File: src/sv/rtoc_pkg.sv
// shared types, constants and microcode table for the toc encoder
`timescale 1ns / 1ps

package rtoc_pkg;

    localparam int STEP_W = 4;
    typedef logic [STEP_W-1:0] step_t;

    localparam step_t STEP_IDLE  = 4'd0;
    localparam step_t STEP_CHECK = 4'd1;
    localparam step_t STEP_VALID = 4'd2;
    localparam step_t STEP_TYPE  = 4'd3;
    localparam step_t STEP_QUAL  = 4'd4;
    localparam step_t STEP_QHI   = 4'd5;
    localparam step_t STEP_QLO   = 4'd6;
    localparam step_t STEP_BLANK = 4'd7;
    localparam step_t STEP_LEN   = 4'd8;
    localparam step_t STEP_LMID  = 4'd9;
    localparam step_t STEP_LLO   = 4'd10;

    localparam logic [7:0]  TYPE_GAP_MAX = 8'h3f;
    localparam logic [7:0]  QUAL_MARK    = 8'h40;
    localparam logic [7:0]  BLANK_BYTE   = 8'h80;
    localparam logic [7:0]  LEN_LONG_HI  = 8'hc0;
    localparam logic [23:0] LEN_LIMIT    = 24'h100000;
    localparam logic [23:0] LEN_SHORT    = 24'h000040;

    typedef enum logic [1:0] {
        STAT_OK     = 2'd0,
        STAT_ORDER  = 2'd1,
        STAT_LENGTH = 2'd2,
        STAT_STICKY = 2'd3
    } status_t;

    typedef struct packed {
        logic [7:0]  type_id;
        logic [15:0] qualifier;
        logic [15:0] resource_id;
        logic [23:0] payload_length;
        logic        first_record;
    } rec_t;

    typedef struct packed {
        logic [7:0]  out_byte;
        logic [15:0] repeat_count;
        logic        last_of_run;
        status_t     status;
        logic [31:0] heap_total;
    } toc_t;

    typedef enum logic [2:0] {
        COND_ALWAYS,
        COND_IN,
        COND_SKIP,
        COND_BAD,
        COND_TYPE_GT,
        COND_QUAL_GT,
        COND_RID_GT,
        COND_LEN_SMALL
    } cond_t;

    typedef enum logic [3:0] {
        SEL_ERR,
        SEL_TGAP,
        SEL_QMARK,
        SEL_QHI,
        SEL_QLO,
        SEL_BLANK,
        SEL_LSHORT,
        SEL_LHI,
        SEL_LMID,
        SEL_LLO
    } sel_t;

    typedef enum logic [2:0] {
        ACT_NONE,
        ACT_LOAD,
        ACT_ERR,
        ACT_HEAP,
        ACT_TYPE,
        ACT_QUAL,
        ACT_RID
    } act_t;

    typedef struct packed {
        logic  emit;
        sel_t  sel;
        logic  last;
        act_t  act;
        step_t next;
    } branch_t;

    typedef struct packed {
        cond_t   cond;
        branch_t on_true;
        branch_t on_false;
    } ucode_t;

    typedef struct packed {
        logic emit;
        sel_t sel;
        logic last;
        act_t act;
    } dp_ctrl_t;

    typedef struct packed {
        logic skip;
        logic bad;
        logic type_gt;
        logic qual_gt;
        logic rid_gt;
        logic len_small;
        logic out_free;
    } dp_flags_t;

    function automatic branch_t mk_br(logic emit, sel_t sel, logic last, act_t act,
                                      step_t next);
        branch_t b;
        b.emit = emit;
        b.sel  = sel;
        b.last = last;
        b.act  = act;
        b.next = next;
        return b;
    endfunction

    function automatic ucode_t mk_uc(cond_t cond, branch_t t, branch_t f);
        ucode_t u;
        u.cond     = cond;
        u.on_true  = t;
        u.on_false = f;
        return u;
    endfunction

    function automatic ucode_t ucode_rom(step_t step);
        ucode_t u;
        case (step)
            STEP_IDLE:  u = mk_uc(COND_IN,
                              mk_br(1'b0, SEL_ERR, 1'b0, ACT_LOAD, STEP_CHECK),
                              mk_br(1'b0, SEL_ERR, 1'b0, ACT_NONE, STEP_IDLE));
            STEP_CHECK: u = mk_uc(COND_SKIP,
                              mk_br(1'b0, SEL_ERR, 1'b0, ACT_NONE, STEP_IDLE),
                              mk_br(1'b0, SEL_ERR, 1'b0, ACT_NONE, STEP_VALID));
            STEP_VALID: u = mk_uc(COND_BAD,
                              mk_br(1'b1, SEL_ERR, 1'b1, ACT_ERR, STEP_IDLE),
                              mk_br(1'b0, SEL_ERR, 1'b0, ACT_HEAP, STEP_TYPE));
            STEP_TYPE:  u = mk_uc(COND_TYPE_GT,
                              mk_br(1'b1, SEL_TGAP, 1'b0, ACT_TYPE, STEP_TYPE),
                              mk_br(1'b0, SEL_TGAP, 1'b0, ACT_NONE, STEP_QUAL));
            STEP_QUAL:  u = mk_uc(COND_QUAL_GT,
                              mk_br(1'b1, SEL_QMARK, 1'b0, ACT_NONE, STEP_QHI),
                              mk_br(1'b0, SEL_QMARK, 1'b0, ACT_NONE, STEP_BLANK));
            STEP_QHI:   u = mk_uc(COND_ALWAYS,
                              mk_br(1'b1, SEL_QHI, 1'b0, ACT_NONE, STEP_QLO),
                              mk_br(1'b1, SEL_QHI, 1'b0, ACT_NONE, STEP_QLO));
            STEP_QLO:   u = mk_uc(COND_ALWAYS,
                              mk_br(1'b1, SEL_QLO, 1'b0, ACT_QUAL, STEP_BLANK),
                              mk_br(1'b1, SEL_QLO, 1'b0, ACT_QUAL, STEP_BLANK));
            STEP_BLANK: u = mk_uc(COND_RID_GT,
                              mk_br(1'b1, SEL_BLANK, 1'b0, ACT_NONE, STEP_LEN),
                              mk_br(1'b0, SEL_BLANK, 1'b0, ACT_NONE, STEP_LEN));
            STEP_LEN:   u = mk_uc(COND_LEN_SMALL,
                              mk_br(1'b1, SEL_LSHORT, 1'b1, ACT_RID, STEP_IDLE),
                              mk_br(1'b1, SEL_LHI, 1'b0, ACT_NONE, STEP_LMID));
            STEP_LMID:  u = mk_uc(COND_ALWAYS,
                              mk_br(1'b1, SEL_LMID, 1'b0, ACT_NONE, STEP_LLO),
                              mk_br(1'b1, SEL_LMID, 1'b0, ACT_NONE, STEP_LLO));
            STEP_LLO:   u = mk_uc(COND_ALWAYS,
                              mk_br(1'b1, SEL_LLO, 1'b1, ACT_RID, STEP_IDLE),
                              mk_br(1'b1, SEL_LLO, 1'b1, ACT_RID, STEP_IDLE));
            default:    u = mk_uc(COND_ALWAYS,
                              mk_br(1'b0, SEL_ERR, 1'b0, ACT_NONE, STEP_IDLE),
                              mk_br(1'b0, SEL_ERR, 1'b0, ACT_NONE, STEP_IDLE));
        endcase
        return u;
    endfunction

endpackage

File: src/sv/rtoc_if.sv
// record and toc byte channel interfaces
`timescale 1ns / 1ps

interface rtoc_rec_if import rtoc_pkg::*; ();
    logic valid;
    logic ready;
    rec_t data;

    modport source (output valid, output data, input ready);
    modport sink (input valid, input data, output ready);
endinterface

interface rtoc_toc_if import rtoc_pkg::*; ();
    logic valid;
    logic ready;
    toc_t data;

    modport source (output valid, output data, input ready);
    modport sink (input valid, input data, output ready);
endinterface

File: src/sv/rtoc_seq.sv
// microcode sequencer: step counter, control rom and branch selection
`timescale 1ns / 1ps

module rtoc_seq import rtoc_pkg::*; (
    input  logic      clk,
    input  logic      rst_n,
    input  logic      rec_valid,
    output logic      rec_ready,
    input  dp_flags_t flags,
    output dp_ctrl_t  ctrl
);

    step_t   step_reg;
    step_t   step_next;
    ucode_t  uc;
    branch_t br;
    logic    cond_hit;
    logic    stall;

    always_comb
    begin
        uc = ucode_rom(step_reg);
        case (uc.cond)
            COND_ALWAYS:    cond_hit = 1'b1;
            COND_IN:        cond_hit = rec_valid;
            COND_SKIP:      cond_hit = flags.skip;
            COND_BAD:       cond_hit = flags.bad;
            COND_TYPE_GT:   cond_hit = flags.type_gt;
            COND_QUAL_GT:   cond_hit = flags.qual_gt;
            COND_RID_GT:    cond_hit = flags.rid_gt;
            COND_LEN_SMALL: cond_hit = flags.len_small;
            default:        cond_hit = 1'b0;
        endcase
        br    = cond_hit ? uc.on_true : uc.on_false;
        // hold the step while the output register cannot take the beat
        stall = br.emit && !flags.out_free;

        ctrl.emit = br.emit && !stall;
        ctrl.sel  = br.sel;
        ctrl.last = br.last;
        ctrl.act  = stall ? ACT_NONE : br.act;
        step_next = stall ? step_reg : br.next;
    end

    assign rec_ready = (step_reg == STEP_IDLE);

    always_ff @(posedge clk or negedge rst_n)
    begin
        if (!rst_n)
        begin
            step_reg <= STEP_IDLE;
        end
        else
        begin
            step_reg <= step_next;
        end
    end

endmodule

File: src/sv/rtoc_dp.sv
// datapath: record latch, cursor and heap state, byte selection, output register
`timescale 1ns / 1ps

module rtoc_dp import rtoc_pkg::*; (
    input  logic      clk,
    input  logic      rst_n,
    input  rec_t      rec_data,
    input  dp_ctrl_t  ctrl,
    output dp_flags_t flags,
    output logic      toc_valid,
    input  logic      toc_ready,
    output toc_t      toc_data
);

    rec_t        rec_reg;
    rec_t        rec_next;
    logic [7:0]  ct_reg;
    logic [7:0]  ct_next;
    logic [15:0] cq_reg;
    logic [15:0] cq_next;
    logic [16:0] cr_reg;
    logic [16:0] cr_next;
    logic [31:0] heap_reg;
    logic [31:0] heap_next;
    logic        err_reg;
    logic        err_next;
    logic        toc_valid_reg;
    logic        toc_valid_next;
    toc_t        toc_reg;
    toc_t        toc_next;

    status_t     err_code;
    logic        backward;
    logic [7:0]  tgap_full;
    logic [7:0]  tgap;
    logic [15:0] qgap;
    logic [16:0] blank_full;
    logic [16:0] rid_ext;
    logic [7:0]  sel_byte;
    logic [15:0] sel_rep;

    assign rid_ext    = {1'b0, rec_reg.resource_id};
    assign backward   = {rec_reg.type_id, rec_reg.qualifier, rid_ext}
                        < {ct_reg, cq_reg, cr_reg};
    assign tgap_full  = rec_reg.type_id - ct_reg - 8'd1;
    assign tgap       = (tgap_full > TYPE_GAP_MAX) ? TYPE_GAP_MAX : tgap_full;
    assign qgap       = rec_reg.qualifier - cq_reg - 16'd1;
    assign blank_full = rid_ext - cr_reg;

    always_comb
    begin
        if (err_reg)
            err_code = STAT_STICKY;
        else if (backward)
            err_code = STAT_ORDER;
        else if (rec_reg.payload_length >= LEN_LIMIT)
            err_code = STAT_LENGTH;
        else
            err_code = STAT_OK;
    end

    always_comb
    begin
        flags.skip      = (rec_reg.type_id == 8'd0) || (rec_reg.resource_id == 16'd0);
        flags.bad       = (err_code != STAT_OK);
        flags.type_gt   = rec_reg.type_id > ct_reg;
        flags.qual_gt   = rec_reg.qualifier > cq_reg;
        flags.rid_gt    = rid_ext > cr_reg;
        flags.len_small = rec_reg.payload_length < LEN_SHORT;
        flags.out_free  = !toc_valid_reg || toc_ready;
    end

    always_comb
    begin
        sel_rep = 16'd1;
        case (ctrl.sel)
            SEL_ERR:
            begin
                sel_byte = 8'd0;
                sel_rep  = 16'd0;
            end
            SEL_TGAP:   sel_byte = tgap;
            SEL_QMARK:  sel_byte = QUAL_MARK;
            SEL_QHI:    sel_byte = qgap[15:8];
            SEL_QLO:    sel_byte = qgap[7:0];
            SEL_BLANK:
            begin
                sel_byte = BLANK_BYTE;
                sel_rep  = blank_full[15:0];
            end
            SEL_LSHORT: sel_byte = BLANK_BYTE | {2'b00, rec_reg.payload_length[5:0]};
            SEL_LHI:    sel_byte = LEN_LONG_HI | rec_reg.payload_length[23:16];
            SEL_LMID:   sel_byte = rec_reg.payload_length[15:8];
            SEL_LLO:    sel_byte = rec_reg.payload_length[7:0];
            default:    sel_byte = 8'd0;
        endcase
    end

    always_comb
    begin
        rec_next  = rec_reg;
        ct_next   = ct_reg;
        cq_next   = cq_reg;
        cr_next   = cr_reg;
        heap_next = heap_reg;
        err_next  = err_reg;
        case (ctrl.act)
            ACT_NONE: ;
            ACT_LOAD:
            begin
                rec_next = rec_data;
                if (rec_data.first_record)
                begin
                    ct_next   = 8'd1;
                    cq_next   = 16'd0;
                    cr_next   = 17'd1;
                    heap_next = 32'd0;
                    err_next  = 1'b0;
                end
            end
            ACT_ERR:  err_next = 1'b1;
            ACT_HEAP: heap_next = heap_reg + {8'd0, rec_reg.payload_length};
            ACT_TYPE:
            begin
                ct_next = ct_reg + tgap + 8'd1;
                cq_next = 16'd0;
                cr_next = 17'd1;
            end
            ACT_QUAL:
            begin
                cq_next = rec_reg.qualifier;
                cr_next = 17'd1;
            end
            ACT_RID:  cr_next = rid_ext + 17'd1;
            default: ;
        endcase
    end

    always_comb
    begin
        toc_next       = toc_reg;
        toc_valid_next = toc_valid_reg;
        if (ctrl.emit)
        begin
            toc_valid_next        = 1'b1;
            toc_next.out_byte     = sel_byte;
            toc_next.repeat_count = sel_rep;
            toc_next.last_of_run  = ctrl.last;
            toc_next.status       = (ctrl.sel == SEL_ERR) ? err_code : STAT_OK;
            toc_next.heap_total   = heap_reg;
        end
        else if (toc_ready)
        begin
            toc_valid_next = 1'b0;
        end
    end

    always_ff @(posedge clk or negedge rst_n)
    begin
        if (!rst_n)
        begin
            ct_reg        <= 8'd1;
            cq_reg        <= 16'd0;
            cr_reg        <= 17'd1;
            heap_reg      <= 32'd0;
            err_reg       <= 1'b0;
            toc_valid_reg <= 1'b0;
        end
        else
        begin
            ct_reg        <= ct_next;
            cq_reg        <= cq_next;
            cr_reg        <= cr_next;
            heap_reg      <= heap_next;
            err_reg       <= err_next;
            toc_valid_reg <= toc_valid_next;
        end
    end

    always_ff @(posedge clk)
    begin
        rec_reg <= rec_next;
        toc_reg <= toc_next;
    end

    assign toc_valid = toc_valid_reg;
    assign toc_data  = toc_reg;

endmodule

File: src/sv/resource_toc_encoder.sv
// resource table-of-contents encoder, top level
// channels: rec takes one sorted resource record per beat (type, qualifier, id,
//   length, restart flag); toc gives toc bytes, each with a repeat count, a
//   last-of-record mark, a status and the running heap total
// a record is taken only while the sequencer sits in its idle step; it then
//   runs one microcode step per cycle while the toc output can take its beats:
//   check, validate, one step per type advance plus one, qualifier (one or
//   three), blank run, length (one or three); a skipped record ends after
//   check, an error record after validate
// a record emits at most 4 type-advance bytes
// the first toc beat of a record is the error beat on an error, else the first
//   of its type-advance, qualifier, blank-run and length bytes that is emitted
// the toc output is one register; a stalled receiver holds the step counter on
//   the beat that cannot be placed, so nothing is lost or repeated
// reset: cursor type 1, qualifier 0, resource 1, heap total 0, no error, no
//   beat pending; a record with the restart flag does the same, but for the
//   pending beat, before it is handled
`timescale 1ns / 1ps

module resource_toc_encoder import rtoc_pkg::*; (
    input logic         clk,
    input logic         rst_n,
    rtoc_rec_if.sink    rec,
    rtoc_toc_if.source  toc
);

    dp_ctrl_t  ctrl;
    dp_flags_t flags;

    rtoc_seq u_seq (
        .clk       (clk),
        .rst_n     (rst_n),
        .rec_valid (rec.valid),
        .rec_ready (rec.ready),
        .flags     (flags),
        .ctrl      (ctrl)
    );

    rtoc_dp u_dp (
        .clk       (clk),
        .rst_n     (rst_n),
        .rec_data  (rec.data),
        .ctrl      (ctrl),
        .flags     (flags),
        .toc_valid (toc.valid),
        .toc_ready (toc.ready),
        .toc_data  (toc.data)
    );

endmodule

File: src/flat_wrapper.sv
// flat-port wrapper written by rule: the top's interface ports become plain ports
module resource_toc_encoder_flat import rtoc_pkg::*;
  (clk, rst_n, rec_valid, rec_data, rec_ready, toc_valid, toc_data, toc_ready);
  rtoc_rec_if rec_i ();
  rtoc_toc_if toc_i ();
  input logic clk;
  input logic rst_n;
  input wire logic [$bits(rec_i.valid)-1:0] rec_valid;
  input wire logic [$bits(rec_i.data)-1:0] rec_data;
  output wire logic [$bits(rec_i.ready)-1:0] rec_ready;
  output wire logic [$bits(toc_i.valid)-1:0] toc_valid;
  output wire logic [$bits(toc_i.data)-1:0] toc_data;
  input wire logic [$bits(toc_i.ready)-1:0] toc_ready;
  assign rec_i.valid = rec_valid;
  assign rec_i.data = rec_data;
  assign rec_ready = rec_i.ready;
  assign toc_valid = toc_i.valid;
  assign toc_data = toc_i.data;
  assign toc_i.ready = toc_ready;
  resource_toc_encoder u_core (.clk(clk), .rst_n(rst_n), .rec(rec_i), .toc(toc_i));
endmodule
File: config.mk
export PLATFORM = sky130hd
export DESIGN_NAME = resource_toc_encoder_flat
export DESIGN_NICKNAME = d
export VERILOG_FILES = /design/src/sv/rtoc_pkg.sv /design/src/sv/rtoc_if.sv /design/src/sv/rtoc_seq.sv /design/src/sv/rtoc_dp.sv /design/src/sv/resource_toc_encoder.sv /design/src/flat_wrapper.sv
export SDC_FILE = /design/constraint.sdc
export NUM_CORES = 1
export LEC_CHECK = 0
export ABC_AREA = 1
export BUFFER_PORTS_ARGS = -buffer_cell sky130_fd_sc_hd__buf_2
export CAP_MARGIN = 25
export CORE_ASPECT_RATIO = 0.8
export CORE_MARGIN = 1
export CORE_UTILIZATION = 55
export CTS_CLUSTER_DIAMETER = 40
export DETAILED_ROUTE_END_ITERATION = 16
export PLACE_DENSITY_LB_ADDON = 0.15
export SLEW_MARGIN = 20
export SYNTH_ARGS = -nofsm -noshare
export SYNTH_HDL_FRONTEND = slang
export SYNTH_SLANG_ARGS = --single-unit
export TNS_END_PERCENT = 5
File: constraint.sdc
create_clock -name clk -period 8.5 [get_ports clk]
set_clock_uncertainty 0.15 [all_clocks]
set_input_delay 0.85 -clock clk [delete_from_list [all_inputs] [get_ports clk]]
set_output_delay 0.85 -clock clk [all_outputs]
set_load 0.1 [all_outputs]
==> key figures, run 1 <==
Run status
  – Status: finished, final reports clean

Yosys
  – Post-Syn Nets: between 1500 and 2000
  – Post-synth EDFFs: approximately 120
  – Synth top cells by count: 401 x nand2_1, 162 x inv_1, 123 x edfxtp_1, 120 x nor2_1, 101 x nand3_1
  – Yosys top cell by area: edfxtp_1
  – Gate count after technology mapping: 1417
  – Yosys reg bits: ~200
  – Seq/Total Area, Yosys: 0.465
  – Ys Warns: 0
  – Post-Syn Area: 12200 um2
  – Top FF cell, synth: edfxtp_1
  – Syn avg cell area: between 8 and 9 um2
  – Count leader, synth: nand2_1
  – Dominant cells by area after synthesis: edfxtp_1 30%, dfrtp_1 16%, nand2_1 12%, ha_1 8.0%, inv_1 5.0%
  – Post-synth top area share: 0.303
  – Ys async rst share: 0.391
  – Cell variety after synth: 51

Global route
  – First-pass GRT wire length: between 40000 and 50000 um
  – Gr usage total: 0.264
  – Initial antenna violation count: 0
  – GR Overflow Total: 0
  – Vias in the first global route: around 9100
  – Pin count of the biggest net entering global routing: 44

Clock tree
  – CTS root buf: clkbuf_16
  – Num CTS Buffers: 29
  – Clk buf depth: 3
  – CTS H-tree depth: 1
  – Clock latency at the later pin of the worst-skew pair: approximately 540 ps
  – Clk slew on worst S/H paths: 60 ps
  – Post-CTS setup buffer count: 0
  – CTS Sinks: ~200
  – CTS tree: yes

Timing
  – Part of the cycle the worst path needs: 0.477
  – Max Clk Rate: 0.246 GHz
  – Final WS setup: 4440 ps
  – Minimum clock period: 4060 ps
  – Worst slew pin tran: 977 ps
  – RSZ-0062 raised after global routing: false
  – Setup TNS: 0 ps
  – Hold Vio Cnt, Final: 0
  – # setup viols final: 0
  – Fin. max-slew vios: 0
  – Slew HR: 0.346

Finish
  – Ant diodes: 0
  – Design Area, Final: 14100 um2
  – Max reg flops: 64
  – Layout area overhead: 15.7%
  – # fillers: 1802
  – Fin nets: ~1700
  – Layout cells sized above 1: 0.169

Routing
  – Drt via density: between 5 and 6
  – Post-route ant nets: 0
  – DR vias: ~10000
  – Initial DRC Count: about 850
  – Avg WL per Cell: between 15 and 20 um
  – TritonRoute pass-1 iters: 5
  – Total wire length: between 20000 and 30000 um
  – Residual DRC: 0

Floorplan
  – FP Rows: between 40 and 50
  – Initial core utilization: 0.563
  – Die Height: ~140 um
  – # IOs: 130
  – Die W: roughly 170 um
  – Die ar.: around 23000 um2
  – Core box area: around 22000 um2

Setup path
  – Nature of the critical path startpoint: register
  – Most frequent CP cell: nand2_1
  – WP data required: 8810 ps
  – Crit Path Max Fanout: 29
  – Setup crit end kind: register
  – Largest stage delay on the critical path: 530 ps
  – Critical path's slowest cell: inv_2
  – Crit-path cells: ha_1 > fa_1 > nand2_1 > nand3_1 > a21oi_2 > nand2_1 > nand2_1 > nand3_2 > nand3_1 > nand2_2 > nand2_2 > nand2_2 > nand3_2 > nand2_4 > inv_4 > nand3_2 > inv_2 > o21ai_0 > nand2_1
  – Crit path DAT: 4370 ps
  – Worst setup path class: register to register

Placed design
  – Post-DP HPWL: ~22000 um
  – Port Buffers: 129
  – Placed Area: around 13000 um2
  – Routability cong.: around 0.91
  – Setup slack at placement: between 4000 and 5000 ps

Run
  – Max-cap violations: 0

Min path
  – Hold Path Class: register to register
[worst max-delay path, delay by kind of cell (launching register included)]
kind	cells	cell delay, ps
AND/OR/NAND/NOR	13	1600
flip-flops	1	420
buffers and inverters	2	630
AO/OA/AOI/OAI	2	500
adder cells (fa/ha/maj)	2	650
[routing by layer]
layer | wire [um] | track usage | vias up
li1 | - | - | 4990
met1 | 14500 | 0.396 | 4584
met2 | 12400 | 0.388 | 319
met3 | 2050 | 0.0470 | 59
met4 | 776 | 0.0778 | 0
met5 | 0 | 0 | -
[worst paths after layout]
kind | end | slack, ps | depth (start not counted) | from
setup / recovery | u_core.u_dp.heap_reg[30] | 4440 | 19 | u_core.u_dp.rec_reg[41]
hold / removal | u_core.u_dp.cr_reg[12] | 330 | 2 | u_core.u_dp.cr_reg[12]
setup reg to reg | u_core.u_dp.heap_reg[30] | 4440 | 19 | u_core.u_dp.rec_reg[41]
hold reg to reg | u_core.u_dp.cr_reg[12] | 330 | 2 | u_core.u_dp.cr_reg[12]
max in group asynchronous | u_core.u_dp.cr_reg[0] | 6710 | 4 | rst_n
min in group asynchronous | u_core.u_dp.cr_reg[6] | 520 | 2 | rst_n
[kinds of logic (layout without fill, tap and decap cells)]
family | after synthesis | in the layout | share of synthesized area
AND/OR/NAND/NOR | 724 | 724 | 0.265
AO/OA/AOI/OAI | 170 | 170 | 0.0788
flip-flops | 202 | 202 | 0.465
other | 1 | 1 | 0.000307
XOR/XNOR | 49 | 49 | 0.0352
buffers and inverters | 188 | 357 | 0.0679
adder cells (fa/ha/maj) | 83 | 83 | 0.0882
[through the flow]
stage | hold WS [ps] | cells | util
global placement | 308 | 1832 | 0.604
detailed placement | 312 | 1833 | 0.605
CTS | 318 | 1886 | 0.651
floorplan | 292 | 1417 | -
global route | 313 | 1886 | 0.651
finish | 326 | 1886 | 0.651
[placed cells by master (no fill, tap or decap), types with 6 or more instances in the layout]
cell	instances
or2_2	27
nand4_1	9
dfrtp_1	77
nand2_2	10
xor2_1	27
xnor2_1	22
inv_1	162
a21oi_1	83
o21ai_0	39
nor3_1	12
nor4_1	6
nor2_1	119
nand3_2	16
nand3_1	101
o21ai_1	11
nand2_1	401
edfxtp_1	123
clkbuf_16	29
a31oi_1	10
buf_2	128
ha_1	78
[final cells by class]
cell class                      count  area, um2  share of cell area
Clock inverter                     20        253              0.0179
Timing Repair Buffer              135        716              0.0507
Sequential cell                   202       5670               0.402
Clock buffer                       32        737              0.0522
Multi-Input combinational cell   1027       5710               0.405
Inverter                          170        653              0.0463
Tap cell                          300        375              0.0266
[repair_timing]
action	in CTS	in global routing
endpoints found under the hold margin	5	0
hold buffers	1	0
gates resized for setup	0	0
Power of run 1 is not shown: default switching activity piles up to over one toggle a cycle in this logic, so the estimate is an artifact.
==> run 2, diff against run 1 <==
CORE_UTILIZATION = 54   (was 55)
clock period = 3.59 ns   (was 8.5 ns; I/O delays follow)
==> run 2 against run 1 <==
  * Global-route usage rose by 0.79 points
  * Fmax rose by 16%
  * Count of clock-buffer cells in the layout fell by 3
  * First-iteration DRC count fell by 3.7%
  * Die area rose by 1.8%
  * Utilization rose by 4.5 points
  * Highest routed layer unchanged
==> key figures, run 2 (synthesized netlist as in run 1, its figures left out) <==
Timing
  – # setup viols final: 0 (unchanged)
  – Minimum clock period: 3490 ps (-563 ps)
  – RSZ-0062 raised after global routing: true
  – Worst slew pin tran: 594 ps (-383 ps)
  – Max Clk Rate: 0.286 GHz (+16%)
  – Hold Vio Cnt, Final: 0 (unchanged)
  – WHS: 147 ps (-179 ps)
  – Part of the cycle the worst path needs: 0.973 (+0.496)
  – Slew HR: 0.600 (+0.254)
  – Fin. max-slew vios: 0 (unchanged)

Routing
  – TritonRoute pass-1 iters: 5 (unchanged)
  – Drt via density: 5.21 (-1.2%)
  – Avg WL per Cell: 15.5 um (-1.9%)
  – Post-route ant nets: 0 (unchanged)
  – Initial DRC Count: 817 (-3.7%)
  – Residual DRC: 0 (unchanged)
  – Total wire length: 30700 um (+3.2%)
  – DR vias: 10300 (+3.9%)

Finish
  – Layout cells sized above 1: 0.194 (+0.0252)
  – Commonest cells after routing, fill and taps aside: 397 x nand2_1, 159 x inv_1, 128 x buf_2
  – Commonest non-fill, non-tap cell in the layout: nand2_1
  – Max reg flops: 64 (unchanged)
  – # fillers: 1770 (-1.8%)
  – Fin nets: 1816 (+5.8%)
  – Fin util: 0.696 (+0.0450)
  – Ant diodes: 0 (unchanged)
  – Layout area overhead: 24.7%

Floorplan
  – Core box area: 21900 um2 (+0.83%)
  – FP Rows: 48 (unchanged)
  – Initial core utilization: 0.558 (-0.00464)
  – Die W: 170 um (+0.91%)
  – Die Height: 136 um (+0.91%)
  – # IOs: 130 (unchanged)
  – Die ar.: 23200 um2 (+1.8%)

Clock tree
  – Clk slew on worst S/H paths: 60 ps (about the same)
  – CTS tree: yes
  – CTS root buf: clkbuf_16
  – Num CTS Buffers: 26 (-10%)
  – CTS H-tree depth: 1 (unchanged)
  – Clock latency at the later pin of the worst-skew pair: 540 ps (about the same)
  – CTS Sinks: 202 (unchanged)
  – Clk buf depth: 3 (unchanged)

Placed design
  – Post-DP HPWL: 22200 um (+0.42%)
  – Routability cong.: 0.905 (-0.15%)
  – Port Buffers: 129 (unchanged)

Setup path
  – Crit-path cells: inv_2 > ha_4 > fa_2 > inv_2 > o21ai_4 > a31oi_1 > xor2_1 > nand2_2 > nor3_4 > inv_2 > fa_2 > nand2_2 > nand2_2 > a21oi_2 > nor2_2 > o21ai_1 > nand2_1 > xor2_1 > nand2_1 > nand2_1
  – Largest stage delay on the critical path: 530 ps (about the same)
  – Crit Path Max Fanout: 6 (-79%)
  – Critical path's slowest cell: dfstp_2
  – Nature of the critical path startpoint: register
  – Crit path DAT: 3770 ps (-600 ps)
  – Setup crit end kind: register
  – WP data required: 3870 ps (-4940 ps)
  – Worst setup path class: register to register

Global route
  – Vias in the first global route: 9885 (+9.0%)
  – Pin count of the biggest net entering global routing: 50 (+14%)
  – Gr usage total: 0.272 (+0.00790)
  – Initial antenna violation count: 1 (+1)
  – GR Overflow Total: 0 (unchanged)
  – First-pass GRT wire length: 49100 um (+4.2%)

Run
  – Max-cap violations: 0 (unchanged)

Run status
  – Status: finished, final reports clean

Min path
  – Hold Path Class: input port to async pin
-- run 2: changes by cell type in the layout (fill, tap and decap cells not counted), sizes merged --
| cell | delta |
|---|---|
| dlygate4sd3 | +65 |
| buf | +37 |
| clkinvlp | +1 |
| clkinv | +2 |
| clkbuf | -3 |
| inv | -4 |
-- run 2: cell type report --
cell class	count	area (um2)	share of cell area
multi-input combinational	1027	5860	0.385
sequential	202	5670	0.373
timing repair buffer	237	1710	0.112
clock buffer	29	682	0.0448
inverter	170	653	0.0429
tap	300	375	0.0247
clock inverter	19	273	0.0179
-- run 2: timing repair --
item	4_1_cts	5_1_grt
hold endpoints to repair	97	0
hold buffers	66	0
pin swaps	0	12
gates cloned	0	0
resized for setup	1	22
setup buffers	0	6
setup endpoints to repair	1	135
-- run 2: stage by stage --
stage	setup WS [ps]	instances	instance area, um2	TNS, ps
floorplan	-722	1417	12300	-72400
global placement	80.6	1863	13500	0
detailed placement	12.7	1864	13500	0
CTS	4.15	1978	15100	0
global route	-139	1984	15200	-1200
finish	95.5	1984	15200	0
-- run 2: critical path: cells and delay by family, from the launching register on --
kind                       cells  cell delay (ps)
DFF                            1              530
AOI/OAI and AO/OA              4              570
xor gates and xnor gates       2              330
buffers and inverters          3              180
adders and majority gates      3              880
and+or+nand+nor                8              760
-- run 2: per-layer routing --
layer | up-vias | wire length (um) | global-route usage
li1 | 5185 | - | -
met1 | 4754 | 14600 | 0.391
met2 | 351 | 13300 | 0.419
met3 | 54 | 2010 | 0.0469
met4 | 0 | 775 | 0.0806
met5 | - | 0 | 0
-- run 2: worst paths after layout --
kind | slack, ps | depth (start not counted) | end | start
max in group asynchronous | 2470 | 3 | u_core.u_dp.ct_reg[0] | rst_n
max | 100 | 20 | u_core.u_dp.ct_reg[6] | u_core.u_dp.ct_reg[0]
max reg2reg | 100 | 20 | u_core.u_dp.ct_reg[6] | u_core.u_dp.ct_reg[0]
min reg2reg | 320 | 2 | u_core.u_dp.cr_reg[14] | u_core.u_dp.cr_reg[14]
min in group clk | 280 | 5 | u_core.u_dp.heap_reg[12] | rec_data[0]
min | 150 | 2 | u_core.u_dp.cr_reg[5] | rst_n
Power of run 2 is left out for the same reason.
==> run 3, diff against run 2 <==
MAX_ROUTING_LAYER = met4   (was unset)
SYNTH_HIERARCHICAL = 1   (was unset)
==> run 3 against run 2 <==
  * The flow now finishes with violations (negative setup slack)
  * Area after synthesis fell by 1.3%
  * Count of clock-buffer cells in the layout rose by 7
  * First-iteration DRC count rose by 34%
  * Via count rose by 11%
  * Largest cell class unchanged
==> key figures, run 3 <==
Timing
  – # setup viols final: 96 (+96)
  – Setup TNS: -2900 ps (-2900 ps)
  – Part of the cycle the worst path needs: 1.03 (+0.0607)
  – Slew HR: 0.538 (-0.0617)
  – Fin. max-slew vios: 0 (unchanged)
  – Minimum clock period: 3710 ps (+218 ps)
  – Hold Vio Cnt, Final: 0 (unchanged)
  – Max Clk Rate: 0.269 GHz (-5.9%)
  – Worst slew pin tran: 693 ps (+98.9 ps)
  – RSZ-0062 raised after global routing: true
  – WHS: 156 ps (+9.40 ps)
  – Final WS setup: -123 ps (-218 ps)

Yosys
  – Gate count after technology mapping: 1385 (-2.3%)
  – Post-Syn Area: 12000 um2 (-1.3%)
  – Ys async rst share: 0.391 (unchanged)
  – Synth top cells by count: 319 x nand2_1, 186 x inv_1, 123 x edfxtp_1, 104 x a21oi_1, 93 x nor2_1
  – Dominant cells by area after synthesis: edfxtp_1 31%, dfrtp_1 16%, nand2_1 9.9%, ha_1 8.3%, inv_1 5.8%
  – Yosys top cell by area: edfxtp_1
  – Top FF cell, synth: edfxtp_1
  – Seq/Total Area, Yosys: 0.471 (+0.00633)
  – Post-synth EDFFs: 123 (unchanged)
  – Post-synth top area share: 0.307 (+0.00412)
  – Post-Syn Nets: 1539 (-1.9%)
  – Syn avg cell area: 8.69 um2 (+0.94%)
  – Count leader, synth: nand2_1
  – Yosys reg bits: 202 (unchanged)
  – Cell variety after synth: 59 (+16%)
  – Ys Warns: 6 (+6)

Setup path
  – Crit path DAT: 4070 ps (+300 ps)
  – WP data required: 3950 ps (+80 ps)
  – Largest stage delay on the critical path: 460 ps (-70 ps)
  – Crit-path cells: buf_4 > buf_4 > inv_4 > ha_4 > nand4_1 > nor4_2 > buf_4 > a32o_2 > nand3_2 > nand4_4 > buf_6 > nand3_4 > nand3_4 > nand2_4 > inv_4 > inv_2 > nor3_4 > inv_4 > buf_8 > a21oi_1 > o21ai_1 > nand2_2
  – Kind of cell adding the most delay to the critical path: simple AND/OR/NAND/NOR gates
  – Worst setup path class: register to register
  – Nature of the critical path startpoint: register
  – Critical path's slowest cell: edfxtp_1
  – WP buf/inv: 9 (+6)
  – Crit Path Max Fanout: 6 (unchanged)
  – Setup crit end kind: register

Finish
  – Max reg flops: 64 (unchanged)
  – Sequential cell area: 5670 um2 (unchanged)
  – # fillers: 1574 (-11%)
  – Layout area overhead: 38.3%
  – Commonest cells after routing, fill and taps aside: 293 x nand2_1, 172 x inv_1, 142 x buf_4
  – Post-route insts no fill: 2088 (+5.2%)
  – Ant diodes: 0 (unchanged)
  – Commonest non-fill, non-tap cell in the layout: nand2_1
  – Area of the multi-input gates: 6010 um2 (+2.5%)
  – Fin nets: 1917 (+5.6%)
  – Layout cells sized above 1: 0.288 (+0.0939)

Routing
  – TritonRoute pass-1 iters: 5 (unchanged)
  – Total wire length: 37300 um (+21%)
  – Avg WL per Cell: 17.9 um (+15%)
  – Post-route ant nets: 0 (unchanged)
  – Initial DRC Count: 1095 (+34%)
  – Residual DRC: 0 (unchanged)
  – Drt via density: 5.51 (+5.6%)
  – DR vias: 11500 (+11%)

Global route
  – Initial antenna violation count: 0 (-1)
  – Pin count of the biggest net entering global routing: 70 (+40%)
  – GR Overflow Total: 0 (unchanged)
  – Gr usage total: 0.320 (+0.0486)
  – First-pass GRT wire length: 55100 um (+12%)
  – Vias in the first global route: 10400 (+5.4%)

Clock tree
  – Num CTS Buffers: 31 (+19%)
  – CTS Sinks: 202 (unchanged)
  – CTS tree: yes
  – Clock latency at the later pin of the worst-skew pair: 570 ps (+30 ps)
  – CTS H-tree depth: 1 (unchanged)
  – Clk slew on worst S/H paths: 60 ps (about the same)
  – CTS root buf: clkbuf_16
  – Clk buf depth: 3 (unchanged)

Placed design
  – Post-DP HPWL: 25900 um (+17%)
  – Setup slack at placement: -249 ps (-262 ps)
  – Routability cong.: 0.953 (+5.3%)
  – Port Buffers: 129 (unchanged)
  – DP Cell Count: 1934 (+3.8%)

Floorplan
  – Die W: 169 um (-0.67%)
  – Die ar.: 22900 um2 (-1.3%)
  – Initial core utilization: 0.554 (-0.00446)
  – FP Rows: 48 (unchanged)
  – # IOs: 130 (unchanged)
  – Core box area: 21700 um2 (-0.55%)
  – Die Height: 136 um (-0.66%)

Run status
  – Status: complete, but fails checks
  – Failing checks: negative setup slack

Min path
  – Hold Path Class: input port to async pin

Run
  – Max-cap violations: 0 (unchanged)
[run 3: what timing repair did]
item | 4_1_cts | 5_1_grt
hold buffers | 66 | 0
cloned | 0 | 4
gates resized for setup | 17 | 129
hold endpoints to repair | 131 | 0
setup endpoints to repair | 161 | 181
pin swaps | 4 | 36
buffers inserted | 3 | 23
[run 3: stage by stage]
step | util | area (um2)
finish | 0.766 | 16700
global route | 0.766 | 16700
CTS | 0.730 | 15900
detailed placement | 0.648 | 14100
global placement | 0.648 | 14100
floorplan | - | 12100
[run 3: final cells by class]
type | instances | area share
Tap cell | 300 | 0.0225
Timing Repair Buffer | 362 | 0.166
Clock buffer | 36 | 0.0483
Multi-Input combinational cell | 967 | 0.361
Inverter | 199 | 0.0465
Clock inverter | 22 | 0.0151
Sequential cell | 202 | 0.341
[run 3: cells by family (layout without fill, tap and decap cells)]
group                    after synthesis  after routing  synth area share
XOR/XNOR                              17             17            0.0124
adder cells (fa/ha/maj)               85             85            0.0915
other                                  1              1          0.000311
buffers and inverters                218            619            0.0734
AO/OA/AOI/OAI                        295            295             0.142
flip-flops                           202            202             0.471
AND/OR/NAND/NOR                      567            569             0.209
[run 3: routing by layer]
layer	wire length (um)	share of wire	up-vias	GRT usage
met3	3190	0.085	69	0.0543
met5	0	0	-	-
li1	-	-	5516	-
met2	16500	0.44	538	0.474
met1	16800	0.45	5378	0.463
met4	807	0.022	0	0.0652
[run 3: worst paths after layout]
path,from,cells after the start,end,slack [ps]
worst max-delay path,u_core/u_dp/rec_reg[26],22,u_core/u_dp/heap_reg[7],-120
worst min-delay path,rst_n,2,u_core/u_dp/cr_reg[5],160
worst max register to register,u_core/u_dp/rec_reg[26],22,u_core/u_dp/heap_reg[7],-120
worst min register to register,u_core/u_dp/toc_valid,2,u_core/u_dp/toc_valid,340
max in group asynchronous,rst_n,4,u_core/u_dp/cq_reg[1],2260
min in group clk,rec_data[0],6,u_core/u_dp/heap_reg[14],190
Power of run 3 is left out for the same reason.
